## src/hw/rtl/scrc_pkg.sv

```systemverilog
package scrc_pkg;

    localparam int unsigned DATA_WORDS_DEF = 1024;

    // opcodes, bits 31:26
    localparam logic [5:0] OP_RTYPE = 6'b000000;
    localparam logic [5:0] OP_J     = 6'b000010;
    localparam logic [5:0] OP_BEQ   = 6'b000100;
    localparam logic [5:0] OP_ADDI  = 6'b001000;
    localparam logic [5:0] OP_ADDIU = 6'b001001;
    localparam logic [5:0] OP_LI    = 6'b001111;
    localparam logic [5:0] OP_LW    = 6'b100011;
    localparam logic [5:0] OP_SW    = 6'b101011;

    // function codes, bits 4:0
    localparam logic [4:0] FN_ADD  = 5'b10000;
    localparam logic [4:0] FN_SUB  = 5'b10010;
    localparam logic [4:0] FN_MULT = 5'b00010;
    localparam logic [4:0] FN_OR   = 5'b01101;
    localparam logic [4:0] FN_XOR  = 5'b00110;

    typedef struct packed {
        logic [31:0] next_pc;
        logic        reg_we;
        logic [4:0]  reg_idx;
        logic [31:0] alu_val;
        logic        is_lw;
        logic        mem_we;
        logic [31:0] mem_addr;
        logic [31:0] mem_val;
        logic        eq;
    } t_exec;

endpackage

```

## src/hw/rtl/scrc_exec.sv

```systemverilog
module scrc_exec (
    input  logic [31:0]    i_instr,
    input  logic [31:0]    i_a,
    input  logic [31:0]    i_b,
    input  logic [31:0]    i_pc,
    output scrc_pkg::t_exec o_res
);
    import scrc_pkg::*;

    logic [5:0]  op;
    logic [4:0]  rt;
    logic [4:0]  rd;
    logic [4:0]  fn;
    logic [31:0] imm;
    logic [31:0] sum;
    logic [31:0] prod;
    logic [31:0] rval;

    assign op   = i_instr[31:26];
    assign rt   = i_instr[20:16];
    assign rd   = i_instr[15:11];
    assign fn   = i_instr[4:0];
    assign imm  = {16'h0000, i_instr[15:0]};
    assign sum  = i_a + imm;
    assign prod = i_a * i_b;

    always_comb begin
        case (fn)
            FN_ADD:  rval = i_a + i_b;
            FN_SUB:  rval = i_a - i_b;
            FN_MULT: rval = prod;
            FN_OR:   rval = i_a | i_b;
            FN_XOR:  rval = i_a ^ i_b;
            default: rval = '0;
        endcase
    end

    always_comb begin
        o_res          = '0;
        o_res.next_pc  = i_pc + 32'd4;
        o_res.eq       = (i_a == i_b);
        case (op)
            OP_RTYPE: begin
                o_res.reg_we  = 1'b1;
                o_res.reg_idx = rd;
                o_res.alu_val = rval;
            end
            OP_ADDI, OP_ADDIU, OP_LI: begin
                o_res.reg_we  = 1'b1;
                o_res.reg_idx = rt;
                o_res.alu_val = sum;
            end
            OP_LW: begin
                o_res.reg_we   = 1'b1;
                o_res.reg_idx  = rt;
                o_res.is_lw    = 1'b1;
                o_res.mem_addr = sum;
            end
            OP_SW: begin
                o_res.mem_we   = 1'b1;
                o_res.mem_addr = sum;
                o_res.mem_val  = i_b;
            end
            OP_BEQ: begin
                // absolute target: immediate plus four
                if (i_a == i_b) begin
                    o_res.next_pc = imm + 32'd4;
                end
            end
            OP_J: begin
                o_res.next_pc = {6'b000000, i_instr[25:0]};
            end
            default: begin
            end
        endcase
    end

endmodule

```

## config.mk

```make
export PLATFORM = sky130hd
export DESIGN_NAME = scrc_exec
export DESIGN_NICKNAME = d
export VERILOG_FILES = /design/src/hw/rtl/scrc_pkg.sv /design/src/hw/rtl/scrc_exec.sv
export SDC_FILE = /design/constraint.sdc
export NUM_CORES = 2
export LEC_CHECK = 0
export CORE_MARGIN = 2
export CORE_UTILIZATION = 62
export DETAILED_ROUTE_END_ITERATION = 16
export DONT_BUFFER_PORTS = 1
export PLACE_DENSITY_LB_ADDON = 0.2
export SLEW_MARGIN = 20
export SYNTH_ARGS = -nofsm -noshare
export SYNTH_HDL_FRONTEND = slang
export SYNTH_SLANG_ARGS = --single-unit
```

## constraint.sdc

```tcl
create_clock -name vclk -period 8.6
set_clock_uncertainty 0.15 [all_clocks]
set_input_delay 0.86 -clock vclk [all_inputs]
set_output_delay 0.86 -clock vclk [all_outputs]
set_load 0.03 [all_outputs]
```

-- Word level (Yosys, flattened, before mapping)
Index checks and enable logic that the tools add are counted.
- add/sub/neg operators: 5
- multiply operators: 1
- div/mod/pow operators: 0
- order comparisons: 0
- equality and inequality tests: 13
- shifts and indexed selects: 0
- muxes and demuxes: 9
- bitwise gates (word level): 2
- reduce and logical (&&, ||, !) cells: 4
- operator list (kind ; number):
    case mux 32 bit (5 select lines) ; 1
    case mux 32 bit (2 select lines) ; 2
    2-to-1 mux 32 bit ; 3
    adder 32 x 16 -> 32 bit ; 1
    adder 32 x 3 -> 32 bit (second input constant) ; 1
    adder 32 bit ; 1
    equality test 32 bit ; 1
    multiplier 32 x 32 -> 32 bit ; 1
    bitwise OR 32 bit ; 1
    subtractor 32 bit ; 1
    bitwise XOR 32 bit ; 1
    equality test 6 x 4 -> 1 bit (second input constant) ; 3
    adder 16 x 3 -> 17 bit (second input constant) ; 1
    equality test 6 bit (second input constant) ; 2
    case mux 6 bit (2 select lines) ; 1
    equality test 5 bit (second input constant) ; 2
    equality test 6 x 2 -> 1 bit (second input constant) ; 1
    equality test 6 x 3 -> 1 bit (second input constant) ; 1
    zero test 6 bit ; 1
    equality test 5 x 2 -> 1 bit (second input constant) ; 1
    equality test 5 x 3 -> 1 bit (second input constant) ; 1
    equality test 5 x 4 -> 1 bit (second input constant) ; 1
    OR reduction 4 bit ; 1
    OR reduction 3 bit ; 1
    other kinds (2) ; 3
- register bits: 0
- latch bits: 0
- bits in writable memories: 0
- bits in read-only memories: 0
- bits of input ports: 128
- output and inout bits: 137
- logic and storage cells: 34
- memories kept: 0

-- Longest topological paths before layout
- depth in word-level cells: 3
- gate-level depth with buffers: 29
- gate-level depth less buffers: 27

-- Worst setup path before layout
OpenSTA, ideal clock, no wires.
- kind: input port to output port
- from: input port i_b[2]
- to: output port o_res[97] in the netlist's numbering
- data arrival time: 8.046 ns
- required time: 7.590 ns
- path slack: -0.456 ns
- stages on the path: 27
- path buffers: 2
- cell sequence: clkbuf_1 inv_1 clkbuf_1 nor2_1 fa_1 inv_1 fa_1 fa_1 fa_1 inv_1 fa_1 inv_1 fa_1 inv_1 fa_1 fa_1 ha_1 a21oi_1 nand2_1 a221o_1 a211o_1 o211ai_1 o21ai_0 a211o_1 o21ai_0 a211oi_1 o221ai_1
- RTL lines (item ; RTL line ; text):
    start: declaration ; scrc_exec.sv:4 ; input logic [31:0] i_b,
    end: declaration ; scrc_exec.sv:6 ; output scrc_pkg::t_exec o_res

==> flow_metrics.py <==
metrics = {
    "floorplanning": {
        "die_w_um": 194,
        "pin_count": 265,
        "die_area_sq_mm": 0.0376,
        "core_area_sq_mm": 0.0356,
        "fp.dieH_um": 194,
        "start_util": 0.629,
        "row_count": 69,
    },
    "timing": {
        "hold_viol": 0,
        "tightestPinTransition_ns": 1.27,
        "setup_viol": 13,
        "fmax_mhz": 114,
        "rsz0062_at_grt": "true",
        "period_minus_slack_ns": 8.81,
        "slew_violations": 0,
        "timing.hold.ws_ns": 1.69,
        "period_share": 1.02,
        "setup_tns_ns": -1.71,
        "relSlewSlack": 0.169,
        "setup_slack_ns": -0.207,
    },
    "min_path": {
        "min_path_type": "in2out",
        "min_path_cells": 1,
    },
    "flow_run": {
        "maxCapViolCount": 0,
    },
    "yosys": {
        "yosysWarningCount": 0,
        "synth_area_leaders": "fa_1, ha_1, inv_1",
        "ys_seq_area_frac": 0,
        "synth_top_area_cell": "fa_1",
        "syn_area_sq_mm": 0.0224,
        "syn_area_per_cell_sq_um": 7.70,
        "synthCells": 2906,
        "syn-num-nets": 3682,
        "synth.top_cell.area_share": 0.368,
        "synth_cell_types": 78,
    },
    "final_layout": {
        "drive_gt1_frac": 0.150,
        "seq_area_sq_um": 0,
        "areaGrowthSynthToFinish_pct": 13.8,
        "n_clock_buffer": 0,
        "final_common_cell": "inv_1",
        "fin_nets": 3793,
        "seq_cells": 0,
        "layout_common_cells": "inv_1, nor2_1, fa_1",
        "fillers": 2818,
    },
    "worst_setup_path": {
        "setup.worst_path.class": "in2out",
        "cp.arrival_ns": 7.80,
        "start_kind": "primary input",
        "path_max_fanout": 9,
        "cp.required_ns": 7.59,
        "crit_path_end_kind": "primary output",
    },
    "global_route": {
        "track_usage": 0.496,
        "grt_pass1_vias": 23400,
        "grt_overflow": 0,
        "grt_pass1_wl_um": 140000,
        "antenna_found_initial": 3,
        "grt_max_degree": 42,
    },
    "detailed_routing": {
        "dr.pass1.iters": 7,
        "drtIter0Drc": 2786,
        "drc": 0,
        "routedWlPerCell_um": 27.2,
        "vias": 22700,
        "viasPerCell": 6.52,
        "postRouteAntennaNets": 0,
        "wl_um": 94500,
    },
    "place": {
        "hpwlAfterDp_um": 74400,
        "gp_congestion": 1.07,
        "dp_slack_ns": -0.577,
        "io_buffers": 0,
    },
    "status": {
        "violations": "negative setup slack",
        "status": "complete, but fails checks",
    },
    "clock_tree": {
        "hold_buffers": 0,
    },
}
-- cells by family (layout without fill, tap and decap cells) --
kind of cell | Yosys count | after routing | share of synthesized area
compound gates | 442 | 442 | 0.134
xor+xnor | 157 | 157 | 0.0615
fa+ha+maj | 648 | 648 | 0.500
buf+inv | 645 | 754 | 0.109
mux | 1 | 1 | 0.000447
other cells | 0 | 2 | 0
simple gates | 1013 | 1013 | 0.195
-- per-layer routing --
layer  part of all wire  vias up  global-route usage
met5            0.00067        -              0.0128
met4              0.097        2               0.363
met3               0.14      460               0.144
met2               0.41     1786               0.736
met1               0.35    10900               0.617
li1                   -     9494                   -
-- per-stage QoR --
step / util / std cells / area, sq um
final: 0.716 / 3478 / 25500
after detailed placement: 0.682 / 3435 / 24300
after floorplan: - / 2906 / 22400
after global placement: 0.682 / 3435 / 24300
after CTS: 0.703 / 3470 / 25000
after global routing: 0.716 / 3476 / 25500
-- worst max-delay path, cell delays in order --
cell and delay [ns]:
clkinvlp_4 0.24, nor2_4 0.19, fa_1 0.42, fa_1 0.50, fa_1 0.51, inv_1 0.05, fa_1 0.51, inv_1 0.06
fa_1 0.52, inv_1 0.07, fa_1 0.49, inv_2 0.05, fa_2 0.54, fa_1 0.47, ha_4 0.28, nand2_1 0.09
nor2_2 0.07, a221o_1 0.35, a21o_1 0.18, a31oi_1 0.16, xor2_1 0.28, buf_4 0.20, o22ai_4 0.07, a211oi_2 0.22
buf_4 0.14, o22ai_1 0.07, buf_4 0.21
-- layout make-up --
class	instances	area, sq um	area share
Tap cell	461	577	0.0226
Antenna cell	2	5.00	0.000197
Inverter	488	1890	0.0743
Timing Repair inverter	4	30.0	0.00118
Timing Repair Buffer	262	2250	0.0882
Multi-Input combinational cell	2261	20700	0.814
-- synthesized netlist by cell type (all sizes together), types with 8 or more instances --
library cell,instances
o31ai,13
o21ai,81
a22oi,8
xnor2,102
o211ai,14
and2,8
clkbuf,131
a221oi,10
a31oi,16
a21oi,105
nor4,13
fa,411
clkinv,11
nor2,445
and3,50
nor2b,15
ha,237
nand2b,16
buf,26
xor2,55
o21bai,16
inv,477
a21o,21
nor3,41
nand2,312
o221ai,19
or2,11
nand4,18
nand3,53
a211oi,26
o22ai,50
or3,15
-- worst paths after layout --
kind               startpoint   endpoint  slack [ns]
setup / recovery       i_b[6]  o_res[91]       -0.21
hold / removal    i_instr[29]  o_res[66]        1.69
-- what timing repair did --
action / 4_1_cts / 5_1_grt
gates cloned: 5 / 0
setup endpoints to repair: 13 / 14
pin swaps: 73 / 64
resized for setup: 117 / 92
buffers inserted: 31 / 6
hold endpoints to repair: 0 / 0
Power is left out: the tool's default activity adds up to more than one toggle a clock period on the data nets, which glitch-free logic cannot reach.
